### config.mk
export PLATFORM = sky130hd
export DESIGN_NAME = max_trace_permutation_search_core
export DESIGN_NICKNAME = d
export VERILOG_FILES = /design/src/rtl/mtps_pkg.sv /design/src/rtl/mtps_ram.sv /design/src/rtl/mtps_ctrl.sv /design/src/rtl/mtps_datapath.sv /design/src/rtl/max_trace_permutation_search_core.sv
export SDC_FILE = /design/constraint.sdc
export NUM_CORES = 2
export LEC_CHECK = 0
export ABC_AREA = 1
export BUFFER_PORTS_ARGS = -buffer_cell sky130_fd_sc_hd__buf_2
export CORE_ASPECT_RATIO = 1.5
export CORE_UTILIZATION = 29
export CTS_CLUSTER_DIAMETER = 120
export DETAILED_ROUTE_END_ITERATION = 16
export REMOVE_ABC_BUFFERS = 1
export SLEW_MARGIN = 20
export SYNTH_ARGS = -nofsm -noshare
export SYNTH_HDL_FRONTEND = slang
export SYNTH_SLANG_ARGS = --single-unit
### constraint.sdc
create_clock -name clk -period 3.52 [get_ports clk]
set_clock_uncertainty 0.1 [all_clocks]
set_input_delay 0.528 -clock clk [delete_from_list [all_inputs] [get_ports clk]]
set_output_delay 0.528 -clock clk [all_outputs]
set_load 0.01 [all_outputs]
### src/rtl/mtps_pkg.sv
// Package for the max-trace permutation search core.
// Holds sizes, controller/datapath interface structs and permutation helpers.
// Depends on nothing.
package mtps_pkg;

	localparam int MAX_STATES = 8;
	localparam int VALUE_BITS = 16;
	localparam int IDX_W      = $clog2(MAX_STATES);
	localparam int ADDR_W     = 2 * IDX_W;
	localparam int DEPTH      = MAX_STATES * MAX_STATES;
	localparam int SUM_W      = VALUE_BITS + IDX_W;
	localparam int CFG_W      = 4;
	localparam int K_W        = $clog2(MAX_STATES + 1);
	localparam int CFG_RESET  = 4;
	localparam int TRACE_W    = 19;

	typedef logic [MAX_STATES-1:0][IDX_W-1:0] order_t;

	typedef struct packed {
		logic store;
		logic start;
		logic build;
		logic issue;
		logic judge;
		logic emit_next;
		logic finish;
	} mtps_cmd_t;

	typedef struct packed {
		logic last_issue;
		logic last_rank;
		logic emit_last;
	} mtps_status_t;

	function automatic order_t identity_order();
		order_t o;
		for (int i = 0; i < MAX_STATES; i++) begin
			o[i] = IDX_W'(i);
		end
		return o;
	endfunction

	// Digit j has radix j+1; swap position j with position j - digit j.
	function automatic order_t build_order(input order_t dig, input logic [K_W-1:0] k);
		order_t o;
		logic [IDX_W-1:0] a;
		logic [IDX_W-1:0] t;
		o = identity_order();
		for (int j = 1; j < MAX_STATES; j++) begin
			if (K_W'(j) < k) begin
				a = IDX_W'(j) - dig[j];
				t = o[a];
				o[a] = o[j];
				o[j] = t;
			end
		end
		return o;
	endfunction

endpackage

### src/rtl/mtps_ram.sv
// Generic single-write, single-read RAM with registered read data.
// Depends on nothing.
module mtps_ram #(
	parameter int WIDTH = 16,
	parameter int DEPTH = 64
) (
	input  logic                     clk,
	input  logic                     wr_en,
	input  logic [$clog2(DEPTH)-1:0] wr_addr,
	input  logic [WIDTH-1:0]         wr_data,
	input  logic                     rd_en,
	input  logic [$clog2(DEPTH)-1:0] rd_addr,
	output logic [WIDTH-1:0]         rd_data
);

	logic [WIDTH-1:0] mem_q [DEPTH];

	always_ff @(posedge clk) begin
		if (wr_en) begin
			mem_q[wr_addr] <= wr_data;
		end
		if (rd_en) begin
			rd_data <= mem_q[rd_addr];
		end
	end

endmodule

### src/rtl/mtps_ctrl.sv
// Controller state machine for the max-trace permutation search core.
// Depends on mtps_pkg; drives mtps_datapath through command and status structs.
module mtps_ctrl
	import mtps_pkg::*;
(
	input  logic         clk,
	input  logic         arst_n,
	input  logic         in_valid,
	output logic         in_ready,
	input  logic         last_entry,
	output logic         out_valid,
	input  logic         out_ready,
	input  mtps_status_t st,
	output mtps_cmd_t    cmd
);

	localparam logic [2:0] S_IDLE  = 3'd0;
	localparam logic [2:0] S_BUILD = 3'd1;
	localparam logic [2:0] S_READ  = 3'd2;
	localparam logic [2:0] S_DRAIN = 3'd3;
	localparam logic [2:0] S_JUDGE = 3'd4;
	localparam logic [2:0] S_EMIT  = 3'd5;

	logic [2:0] state_q;
	logic [2:0] state_d;

	assign in_ready  = (state_q == S_IDLE);
	assign out_valid = (state_q == S_EMIT);

	always_comb begin
		cmd     = '0;
		state_d = state_q;
		unique case (state_q)
			S_IDLE: begin
				if (in_valid) begin
					cmd.store = 1'b1;
					if (last_entry) begin
						cmd.start = 1'b1;
						state_d   = S_BUILD;
					end
				end
			end
			S_BUILD: begin
				cmd.build = 1'b1;
				state_d   = S_READ;
			end
			S_READ: begin
				cmd.issue = 1'b1;
				if (st.last_issue) begin
					state_d = S_DRAIN;
				end
			end
			S_DRAIN: begin
				state_d = S_JUDGE;
			end
			S_JUDGE: begin
				cmd.judge = 1'b1;
				state_d   = st.last_rank ? S_EMIT : S_BUILD;
			end
			S_EMIT: begin
				if (out_ready) begin
					cmd.emit_next = 1'b1;
					if (st.emit_last) begin
						cmd.finish = 1'b1;
						state_d    = S_IDLE;
					end
				end
			end
			default: begin
				state_d = S_IDLE;
			end
		endcase
	end

	always_ff @(posedge clk or negedge arst_n) begin
		if (!arst_n) begin
			state_q <= S_IDLE;
		end else begin
			state_q <= state_d;
		end
	end

`ifndef NO_ASSERTIONS
	a_read_follows_build: assert property (@(posedge clk) disable iff (!arst_n)
		state_q == S_BUILD |=> state_q == S_READ)
		else $error("read phase did not follow candidate build");
	a_emit_only_after_judge: assert property (@(posedge clk) disable iff (!arst_n)
		$rose(out_valid) |-> $past(cmd.judge) && $past(st.last_rank))
		else $error("emission started without a finished search");
	a_no_load_during_search: assert property (@(posedge clk) disable iff (!arst_n)
		cmd.store |-> state_q == S_IDLE)
		else $error("matrix store written outside idle");
`endif

endmodule

### src/rtl/mtps_datapath.sv
// Datapath: matrix store, permutation digits, trace accumulator, best tracking, labels.
// Depends on mtps_pkg and mtps_ram; commanded by mtps_ctrl.
module mtps_datapath
	import mtps_pkg::*;
(
	input  logic                  clk,
	input  logic                  arst_n,
	input  logic                  cfg_wr_en,
	input  logic [CFG_W-1:0]      cfg_wr_data,
	input  logic                  seq_start,
	input  logic [IDX_W-1:0]      row_index,
	input  logic [IDX_W-1:0]      col_index,
	input  logic [VALUE_BITS-1:0] entry_value,
	input  mtps_cmd_t             cmd,
	output mtps_status_t          st,
	output logic [IDX_W-1:0]      label_position,
	output logic [IDX_W-1:0]      label_value,
	output logic [TRACE_W-1:0]    best_trace,
	output logic                  last_label
);

	logic [CFG_W-1:0]      num_states_q;
	logic [K_W-1:0]        k;
	order_t                dig_q;
	order_t                cand_q;
	order_t                best_ord_q;
	order_t                prev_q;
	logic [IDX_W-1:0]      idx_q;
	logic [IDX_W-1:0]      eidx_q;
	logic                  rdv_s1;
	logic                  first_q;
	logic [SUM_W-1:0]      sum_q;
	logic [SUM_W-1:0]      best_q;
	logic [VALUE_BITS-1:0] rd_data;
	logic [IDX_W-1:0]      k_last;
	logic                  all_max;
	order_t                dig_inc;

	always_comb begin
		if (num_states_q < CFG_W'(2)) begin
			k = K_W'(2);
		end else if (num_states_q > CFG_W'(MAX_STATES)) begin
			k = K_W'(MAX_STATES);
		end else begin
			k = K_W'(num_states_q);
		end
	end

	assign k_last = IDX_W'(k - K_W'(1));

	always_comb begin
		logic carry;
		all_max = 1'b1;
		carry   = 1'b1;
		dig_inc = dig_q;
		for (int j = 1; j < MAX_STATES; j++) begin
			if (K_W'(j) < k && dig_q[j] != IDX_W'(j)) begin
				all_max = 1'b0;
			end
			if (carry) begin
				if (dig_q[j] == IDX_W'(j)) begin
					dig_inc[j] = '0;
				end else begin
					dig_inc[j] = dig_q[j] + IDX_W'(1);
					carry      = 1'b0;
				end
			end
		end
	end

	assign st.last_issue = (idx_q == k_last);
	assign st.last_rank  = all_max;
	assign st.emit_last  = (eidx_q == k_last);

	mtps_ram #(
		.WIDTH(VALUE_BITS),
		.DEPTH(DEPTH)
	) u_store (
		.clk     (clk),
		.wr_en   (cmd.store),
		.wr_addr ({row_index, col_index}),
		.wr_data (entry_value),
		.rd_en   (cmd.issue),
		.rd_addr ({prev_q[idx_q], cand_q[idx_q]}),
		.rd_data (rd_data)
	);

	always_ff @(posedge clk or negedge arst_n) begin
		if (!arst_n) begin
			num_states_q <= CFG_W'(CFG_RESET);
			dig_q        <= '0;
			cand_q       <= identity_order();
			best_ord_q   <= identity_order();
			prev_q       <= identity_order();
			idx_q        <= '0;
			eidx_q       <= '0;
			rdv_s1       <= 1'b0;
			first_q      <= 1'b0;
			sum_q        <= '0;
			best_q       <= '0;
		end else begin
			rdv_s1 <= cmd.issue;
			if (cfg_wr_en) begin
				num_states_q <= cfg_wr_data;
			end
			if (cmd.start) begin
				dig_q      <= '0;
				best_q     <= '0;
				best_ord_q <= identity_order();
				first_q    <= 1'b1;
				eidx_q     <= '0;
				if (seq_start) begin
					prev_q <= identity_order();
				end
			end
			if (cmd.build) begin
				cand_q <= build_order(dig_q, k);
				sum_q  <= '0;
				idx_q  <= '0;
			end else if (rdv_s1) begin
				sum_q <= sum_q + SUM_W'(rd_data);
			end
			if (cmd.issue) begin
				idx_q <= idx_q + IDX_W'(1);
			end
			if (cmd.judge) begin
				first_q <= 1'b0;
				dig_q   <= dig_inc;
				if (first_q || sum_q > best_q) begin
					best_q     <= sum_q;
					best_ord_q <= cand_q;
				end
			end
			if (cmd.emit_next) begin
				eidx_q <= eidx_q + IDX_W'(1);
			end
			if (cmd.finish) begin
				for (int i = 0; i < MAX_STATES; i++) begin
					if (K_W'(i) < k) begin
						prev_q[i] <= best_ord_q[i];
					end
				end
			end
		end
	end

	assign label_position = eidx_q;
	assign label_value    = best_ord_q[eidx_q];
	assign best_trace     = TRACE_W'(best_q);
	assign last_label     = (eidx_q == k_last);

`ifndef NO_ASSERTIONS
	a_best_monotonic: assert property (@(posedge clk) disable iff (!arst_n)
		cmd.judge && !first_q |=> best_q >= $past(best_q))
		else $error("best trace decreased during a search");
	a_start_clears_best: assert property (@(posedge clk) disable iff (!arst_n)
		cmd.start |=> best_q == '0 && first_q)
		else $error("search start did not clear the best trace");
	a_reads_within_side: assert property (@(posedge clk) disable iff (!arst_n)
		cmd.issue |-> K_W'(idx_q) < k)
		else $error("read index beyond matrix side");
`endif

endmodule

### src/rtl/max_trace_permutation_search_core.sv
// Top level of the max-trace permutation search core.
// Depends on mtps_pkg, mtps_ctrl and mtps_datapath.
//
//   channel | handshake            | payload
//   --------+----------------------+--------------------------------------------------
//   in      | in_valid / in_ready  | seq_start row_index col_index entry_value last_entry
//   out     | out_valid/ out_ready | label_position label_value best_trace last_label
//   cfg     | cfg_wr_en            | cfg_wr_data (num_states)
//
// A load transaction without last_entry only writes the matrix store and leaves input open.
// A last_entry transaction starts a search of K! candidates; each is built, read entry
// by entry via the store's single read port and judged; then K output transactions follow.
// New input is refused from search start until the last label is taken.
// Reset is asynchronous; no clearing pass is needed.
module max_trace_permutation_search_core
	import mtps_pkg::*;
(
	input  logic                  clk,
	input  logic                  arst_n,
	input  logic                  cfg_wr_en,
	input  logic [CFG_W-1:0]      cfg_wr_data,
	input  logic                  in_valid,
	output logic                  in_ready,
	input  logic                  seq_start,
	input  logic [IDX_W-1:0]      row_index,
	input  logic [IDX_W-1:0]      col_index,
	input  logic [VALUE_BITS-1:0] entry_value,
	input  logic                  last_entry,
	output logic                  out_valid,
	input  logic                  out_ready,
	output logic [IDX_W-1:0]      label_position,
	output logic [IDX_W-1:0]      label_value,
	output logic [TRACE_W-1:0]    best_trace,
	output logic                  last_label
);

	mtps_cmd_t    cmd;
	mtps_status_t st;

	mtps_ctrl u_ctrl (
		.clk        (clk),
		.arst_n     (arst_n),
		.in_valid   (in_valid),
		.in_ready   (in_ready),
		.last_entry (last_entry),
		.out_valid  (out_valid),
		.out_ready  (out_ready),
		.st         (st),
		.cmd        (cmd)
	);

	mtps_datapath u_dp (
		.clk            (clk),
		.arst_n         (arst_n),
		.cfg_wr_en      (cfg_wr_en),
		.cfg_wr_data    (cfg_wr_data),
		.seq_start      (seq_start),
		.row_index      (row_index),
		.col_index      (col_index),
		.entry_value    (entry_value),
		.cmd            (cmd),
		.st             (st),
		.label_position (label_position),
		.label_value    (label_value),
		.best_trace     (best_trace),
		.last_label     (last_label)
	);

endmodule

# --- Word level (Yosys, flattened, before mapping) ---
# Memories as Yosys holds them, arrays and structs flattened. A register that Yosys moved wholly into a read port is not among the register bits.
# Cells that the tools add are included.
classes:
  eq_ne: 32
  order_cmp: 27
  n_reduce_logical: 27
  n_addsub: 18
  bitwise: 1
  muxes: 130
op_table:
  columns: ["cell", "count"]
  rows:
  - ["$mux 24", 21]
  - ["$bwmux 24", 6]
  - ["$mux 3", 48]
  - ["$mux 19", 5]
  - ["$bmux 3 s3", 9]
  - ["$demux 3 s3", 7]
  - ["$lt 3x4->1 const B", 9]
  - ["$add 3x1->3 const B", 9]
  - ["$mux 1", 27]
  - ["$ge 3x1->1 const B", 7]
  - ["$add 19x16->19", 1]
  - ["$gt 19x19->1", 1]
  - ["$eq 3x3->1 const B", 6]
  - ["$ne 2x1->1 const B", 9]
  - ["$pmux 3 s6", 1]
  - ["$lt 3x4->1 const A", 4]
  - ["$logic_and 1x1->1", 14]
  - ["$eq 3x2->1 const B", 4]
  - ["$ne 3x3->1 const B", 4]
  - ["$not 12->12", 1]
  - ["$reduce_and 2->1", 6]
  - ["$sub 3x3->3 const A", 4]
  - ["$lt 1x4->1 const A", 2]
  - ["$lt 2x4->1 const A", 2]
  - ["other kinds (16)", 28]
totals:
  ramBits: 1024
  mem_bits_ro: 24
  mem_count: 2
  register_bits: 146
  word_cells: 276
  input_bits: 33
memory_table:
  columns: ["name", "words", "width", "rd", "rd_clocked_by_memory_dff", "write_ports", "line_no", "source"]
  rows:
  - ["u_dp.u_store.mem_q", 64, 16, 1, 1, 1, "mtps_ram.sv:16", "logic [WIDTH-1:0] mem_q [DEPTH];"]
  - ["(name not given)", 8, 3, 1, 0, 0, "mtps_pkg.sv:52", "t = o[a];"]

# --- Logic depth before layout (Yosys ltp) ---
depth:
  word_depth: 31
  ltp_mapped: 29

# --- Hierarchy ---
# Synthesis repeated with hierarchy kept, for this count alone.
hier_totals:
  hier_cells: 5174
  area_unflattened_um2: 53433.7
modules_own_cells:
  columns: ["module", "seq_area_each_um2", "n_inst", "cells_each", "area_per_inst_um2"]
  rows:
  - ["mtps_ram", 31230.0, 1, 3517, 42259.3]
  - ["mtps_datapath", 3624.7, 1, 1621, 10948.0]
  - ["mtps_ctrl", 75.1, 1, 36, 226.5]

# --- Worst setup path after synthesis ---
# No wires, ideal clock.
synth_path:
  kind: "flip-flop to flip-flop"
  start: "reg u_dp.dig_q[6] (netlist name)"
  end: "reg u_dp.cand_q[21] (netlist name)"
  path_stages_with_launch: 24
  setup_slack_ps: 552
  period_less_slack_ps: 2968
  t_arrival_ps: 2793
  setup_time_ps: 75
  cell_sequence: "dfrtp_1 > inv_1 > buf_4 > ha_1 > inv_1 > nand2_1 > nor2_1 > nand4_2 > nand2_1 > nor2_4 > inv_2 > nand2_1 > o21ai_2 > nand2_1 > nand2_2 > inv_2 > nor2_2 > a21oi_1 > o221ai_1 > o21ai_1 > a21oi_1 > nand2_1 > nand2_1 > nand2_1"
synth_between:
  elab_chain_cells: 27
synth_rtl:
  columns: ["element", "line_no", "source"]
  rows:
  - ["start: declaration", "mtps_datapath.sv:24", "order_t dig_q;"]
  - ["start signal: assignment", "mtps_datapath.sv:128", "dig_q <= dig_inc;"]
  - ["$sub 2x3->3 (*)", "mtps_pkg.sv:51", "a = IDX_W'(j) - dig[j];"]
  - ["$lt 3x4->1 (implied by the code) / $ge 3x1->1 (equally long branches)", "mtps_pkg.sv:53", "o[a] = o[j];"]
  - ["$logic_and 1x1->1 (implied by the code)", "mtps_pkg.sv:53", null]
  - ["$mux 3 (implied by the code)", "mtps_pkg.sv:53", null]
  - ["$demux 3 s3", null, null]
  - ["$bwmux 24", "mtps_pkg.sv:53", null]
  - ["$mux 24 (*)", "mtps_pkg.sv:50", "if (K_W'(j) < k) begin"]
  - ["$mux 24 (*)", "mtps_datapath.sv:116", "if (cmd.build) begin"]
  - ["(+11 left out)", null, null]
  - ["$mux 24 (*)", "mtps_datapath.sv:116", null]
  - ["$bmux 3 s3", "mtps_pkg.sv:52", null]
  - ["$mux 3 (implied by the code)", "mtps_pkg.sv:52", null]
  - ["$mux 24 (*)", "mtps_pkg.sv:50", null]
  - ["$mux 24 (*)", "mtps_datapath.sv:116", null]
  - ["$bmux 3 s3", "mtps_pkg.sv:52", null]
  - ["$mux 3 (implied by the code)", "mtps_pkg.sv:52", null]
  - ["$mux 24 (*)", "mtps_pkg.sv:50", null]
  - ["end signal: assignment", "mtps_datapath.sv:92", "cand_q <= identity_order();"]
  - ["end signal: assignment", "mtps_datapath.sv:117", "cand_q <= build_order(dig_q, k);"]
  - ["end: declaration", "mtps_datapath.sv:25", "order_t cand_q;"]
# Mark *: on every way between the ends. The rest lies on a longest branch, timed or not. The select of a mux whose other input is x is not followed.
# A chain may end at the register's enable or synchronous reset.

# --- Worst setup path in the final report ---
layout_path:
  start: "reg u_dp.num_states_q[3]"
  end: "out last_label"
layout_between:
  elab_chain_cells: 5
layout_rtl:
  columns: ["element", "line_no", "source"]
  rows:
  - ["start: declaration", "mtps_datapath.sv:22", "logic [CFG_W-1:0] num_states_q;"]
  - ["start signal: assignment", "mtps_datapath.sv:90", "num_states_q <= CFG_W'(CFG_RESET);"]
  - ["start signal: assignment", "mtps_datapath.sv:104", "num_states_q <= cfg_wr_data;"]
  - ["$gt 4x4->1", "mtps_datapath.sv:42", "end else if (num_states_q > CFG_W'(MAX_STATES)) begin"]
  - ["$mux 4", "mtps_datapath.sv:42", null]
  - ["$mux 4 (*)", "mtps_datapath.sv:40", "if (num_states_q < CFG_W'(2)) begin"]
  - ["$sub 3x1->3 (*)", "mtps_datapath.sv:49", "assign k_last = IDX_W'(k - K_W'(1));"]
  - ["$eq 3x3->1 (*)", "mtps_datapath.sv:150", "assign last_label = (eidx_q == k_last);"]
  - ["end: declaration", "max_trace_permutation_search_core.sv:34", "output logic last_label"]
# Mark *: on every way between the ends. The rest lies on a longest branch, timed or not.

==> results.md <==
- The dominant delay contributor by cell family on the critical path is buffers and inverters.
- TritonCTS built the clock tree.
- No sink is reached through more buffers than the 3 on the longest clock path.
- The worst setup path is captured at an output pin.
- The later pin in the worst-skew pair is clocked with a latency of 760 ps.
- For this run, the top clock speed supported by timing is 299 MHz.
- In the layout the commonest cells are sky130_fd_sc_hd__edfxtp_1 (1040), sky130_fd_sc_hd__o21ai_0 (697), sky130_fd_sc_hd__nor2_1 (689).
- After floorplanning, the core was divided into between 150 and 200 placement rows.
- The total number of nets in the final design is ~5000.
- Clock-pin slew was measured on the worst setup and hold paths at ~70 ps.
- In the global route stage, overall resource usage came out at between 10% and 20%.
- The startpoint of the most critical register-to-register path is u_dp.idx_q[1].
- For this design the top-level I/O count stands at between 60 and 70.
- The cell area after synthesis is between 50000 and 60000 um2.
- The critical path is of the register to output pin type.
- The count of synthesis-stage warnings from yosys is 0.
- The number of vias per cell is roughly 5.1.
- STA puts the critical path data required time at approximately 2900 ps.
- Walking the worst path, the cells encountered are clkinv_4, buf_4, nand2_1, nand2_2, inv_2, buf_4, nor2_1, a2111oi_4, buf_2.
- The synthesized netlist contains 64 unique library cells.
- By area the synthesized netlist is led by sky130_fd_sc_hd__edfxtp_1 (61%), sky130_fd_sc_hd__o21ai_0 (6.9%), sky130_fd_sc_hd__dfrtp_1 (5.3%), sky130_fd_sc_hd__nor2_1 (5.1%), sky130_fd_sc_hd__nand2_1 (3.2%).
- The library cell used as clock root buffer is sky130_fd_sc_hd__clkbuf_16.
- The number of hold violations in the final report is 0.
- The final weighted congestion of routability-driven global placement is about 0.92.
- The flow ran to the end, and the final reports show no timing, DRC or antenna violations.
- The share of layout cells above drive strength 1 is approximately 14%.
- Measured along the x axis, the die boundary spans ~350 um.
- The number of storage elements in the synthesis netlist is ~1200.
- The residual overflow from global routing is 0.
- The setup slack at placement is 127 ps.
- Once detailed placement completed, the half-perimeter wirelength came to 105 mm.
- The post-detailed-routing wire length is ~160 mm.
- Summed over all instances, the cell type with the most area after synthesis is sky130_fd_sc_hd__edfxtp_1.
- The number of maximum-capacitance violations is 0.
- The mean cell area of the mapped netlist is roughly 11 um2.
- The die span in y is roughly 520 um.
- The beginning of the worst hold path is cfg_wr_en.
- Among all stages on the critical path, the largest delay is contributed by sky130_fd_sc_hd__dfrtp_1.
- The via total after detailed routing is 36838.
- The largest net degree at the start of global routing is approximately 80.
- Measured against its own limit, the worst slew margin works out to approximately a quarter.
- The cell leakage power is 20.9 nW.
- The final count of pins violating max slew is 0.
- From synthesis to final layout, the design area changed by 17.5%.
- Synthesis produced ~4500 cells.
- The placeable core region is roughly 180000 um2.
- IR analysis of the VDD net gives a maximum drop of around 730 uV.
- The number of clock sinks seen by CTS is between 1000 and 1500.
- Of all nets on the critical path, the largest fanout is 5.
- The area of the die is about 180000 um2.
- For this run, the register share of the synthesized area comes to around 68%.
- The most common library cell in the layout ignoring fill and taps is sky130_fd_sc_hd__edfxtp_1.
- In this run, the number of DRC markers left after iteration 0 of detailed routing was slightly above 3000.
- The starting density of the core is between 20 and 30%.
- The first detailed-routing pass ran for 6 iterations.
- The number of antenna violations at the first check in global routing was 13.
- With fillers left out, the area of the finished cells amounts to between 60000 and 70000 um2.
- The share of the synthesized area in the top cell type is between 60% and 70%.
- The total power per unit cell area is roughly 950 nW/um2.
- In this design, the critical path's most frequently occurring cell is sky130_fd_sc_hd__buf_4.
- During placement, the flow inserted port buffers numbering 60.
- The post-route worst setup slack is between 150 and 200 ps.
- Hold is met by 81.8 ps.
- In this run the number of H-tree levels came out at 3.
- The path category of the worst min-delay check is primary input to register.
- Data on the critical path arrives at its endpoint at about 2700 ps.
- Once placement finished, the instance area stood at about 57000 um2.
- The first global-routing pass estimated between 200 and 250 mm of wire.
- The number of global-route vias before repair is 36153.
- Dividing the final minimum period by the clock period gives between 90% and 100%.
- Dividing the detail-routed wire length by the instance count gives ~22 um.
- The critical path launch point type is a register.
- The routed design could run at a clock period as short as 3350 ps.
- The critical path contains buffers and inverters numbering 5 combined.
- In the routed design, unresolved DRC markers number 0.
- The delay contributed by the slowest stage of the critical path is 480 ps.
- The critical path starts at u_dp.num_states_q[3].
- The number of clock buffers inserted by TritonCTS is between 100 and 150.
- Setup violations remaining at the end of the flow were counted as 0.
- The actual transition at the worst max-transition pin is 1110 ps.
- In this run the remaining antenna-violating nets after routing total 0.
## power by group
group	internal (mW)	leakage (nW)	switching, mW
clock network	6.67	1.75	5.40
logic	9.36	7.96	19.1
registers	16.3	11.2	0.540
total	32.3	20.9	25.1
## metrics by stage
stage               setup TNS [ps]  cells  total power, mW  util, %
finish                           0   7157             57.4     34.3
global route                 -25.6   7153             60.5     34.3
CTS                              0   7149             57.7     34.3
detailed placement               0   6943             45.6     32.2
global placement                 0   6943             45.2     32.2
floorplan                  -151580   4259             27.5        -
## routing by layer
metal / GRT usage [%] / vias to the layer above / wire (um)
li1: - / 17044 / -
met1: 19.4 / 18348 / 59900
met2: 31.3 / 1124 / 81800
met3: 2.41 / 308 / 8380
met4: 8.02 / 14 / 7270
met5: 0 / - / 83
## synth_stat cells, drive strengths merged
cell,count
nor2,710
o31a,10
o31ai,3
o221ai,135
a2bb2oi,1
or2,7
a21boi,1
dfstp,37
inv,256
o211ai,146
nor3,12
o32ai,2
dfrtp,109
a32o,3
o2bb2ai,1
ha,61
o21ai,736
nand4,13
o21bai,4
nand3,237
o21a,3
clkinv,3
o2111ai,2
o311ai,2
fa,1
nand2,449
nand3b,3
mux2i,1
a31oi,8
a22oi,1
edfxtp,1040
buf,40
a2111oi,2
a21oi,98
o22ai,149
xor2,4
nor4,2
a221oi,3
clkbuf,228
xnor2,4
## path summary, 6_finish.rpt
path / slack (ps) / depth (start not counted) / end
max: 170 / 9 / last_label
min reg2reg: 390 / 2 / u_dp.cand_q[10]
max reg2reg: 190 / 14 / u_dp.u_store.rd_data[11]
min in group asynchronous: 300 / 2 / u_dp.dig_q[3]
min: 80 / 2 / u_dp.num_states_q[3]
max in group asynchronous: 2150 / 3 / u_dp.prev_q[3]
## worst register-to-register path: cells and delay by family, from the launching register on
family	cells	cell delay (ps)
AO/OA/AOI/OAI	5	740
buffers and inverters	4	990
AND/OR/NAND/NOR	5	970
flip-flops	1	420
## sequential cells by signal, indices dropped and copies added (netlist names), 3 cells and up
signal / cells
u_dp.u_store.mem_q: 1024
u_dp.best_ord_q: 24
u_dp.cand_q: 24
u_dp.prev_q: 24
u_dp.dig_q: 21
u_dp.best_trace: 19
u_dp.sum_q: 19
u_dp.u_store.rd_data: 16
u_dp.num_states_q: 4
u_ctrl.state_q: 3
u_dp.idx_q: 3
u_dp.label_position: 3
## logic make-up (layout without fill, tap and decap cells)
logic type	after synthesis	after routing	share of synthesized area, %
AO/OA/AOI/OAI	1310	1310	15.2
XOR/XNOR	8	8	0.136
adder cells (fa/ha/maj)	62	62	1.52
buffers and inverters	527	858	3.98
flip-flops	1186	1186	67.7
multiplexers	1	1	0.0194
other	0	7	0
AND/OR/NAND/NOR	1433	1433	11.5
## what timing repair did
| action | CTS | global route |
|---|---|---|
| gates resized for setup | 0 | 38 |
| setup buffers | 0 | 0 |
| setup endpoints to repair | 0 | 16 |
| hold buffers | 10 | 0 |
| endpoints found under the hold margin | 44 | 0 |
## final cells by class
cell class / instances / area, um2
inverter: 259 / 997
fill: 17213 / 116000
multi-input combinational: 2814 / 14800
timing repair buffer: 403 / 3430
antenna: 7 / 17.5
tap: 2292 / 2870
clock inverter: 77 / 910
clock buffer: 119 / 2720
sequential: 1186 / 34900
No activity file was read; power rests on OpenSTA's default activity.
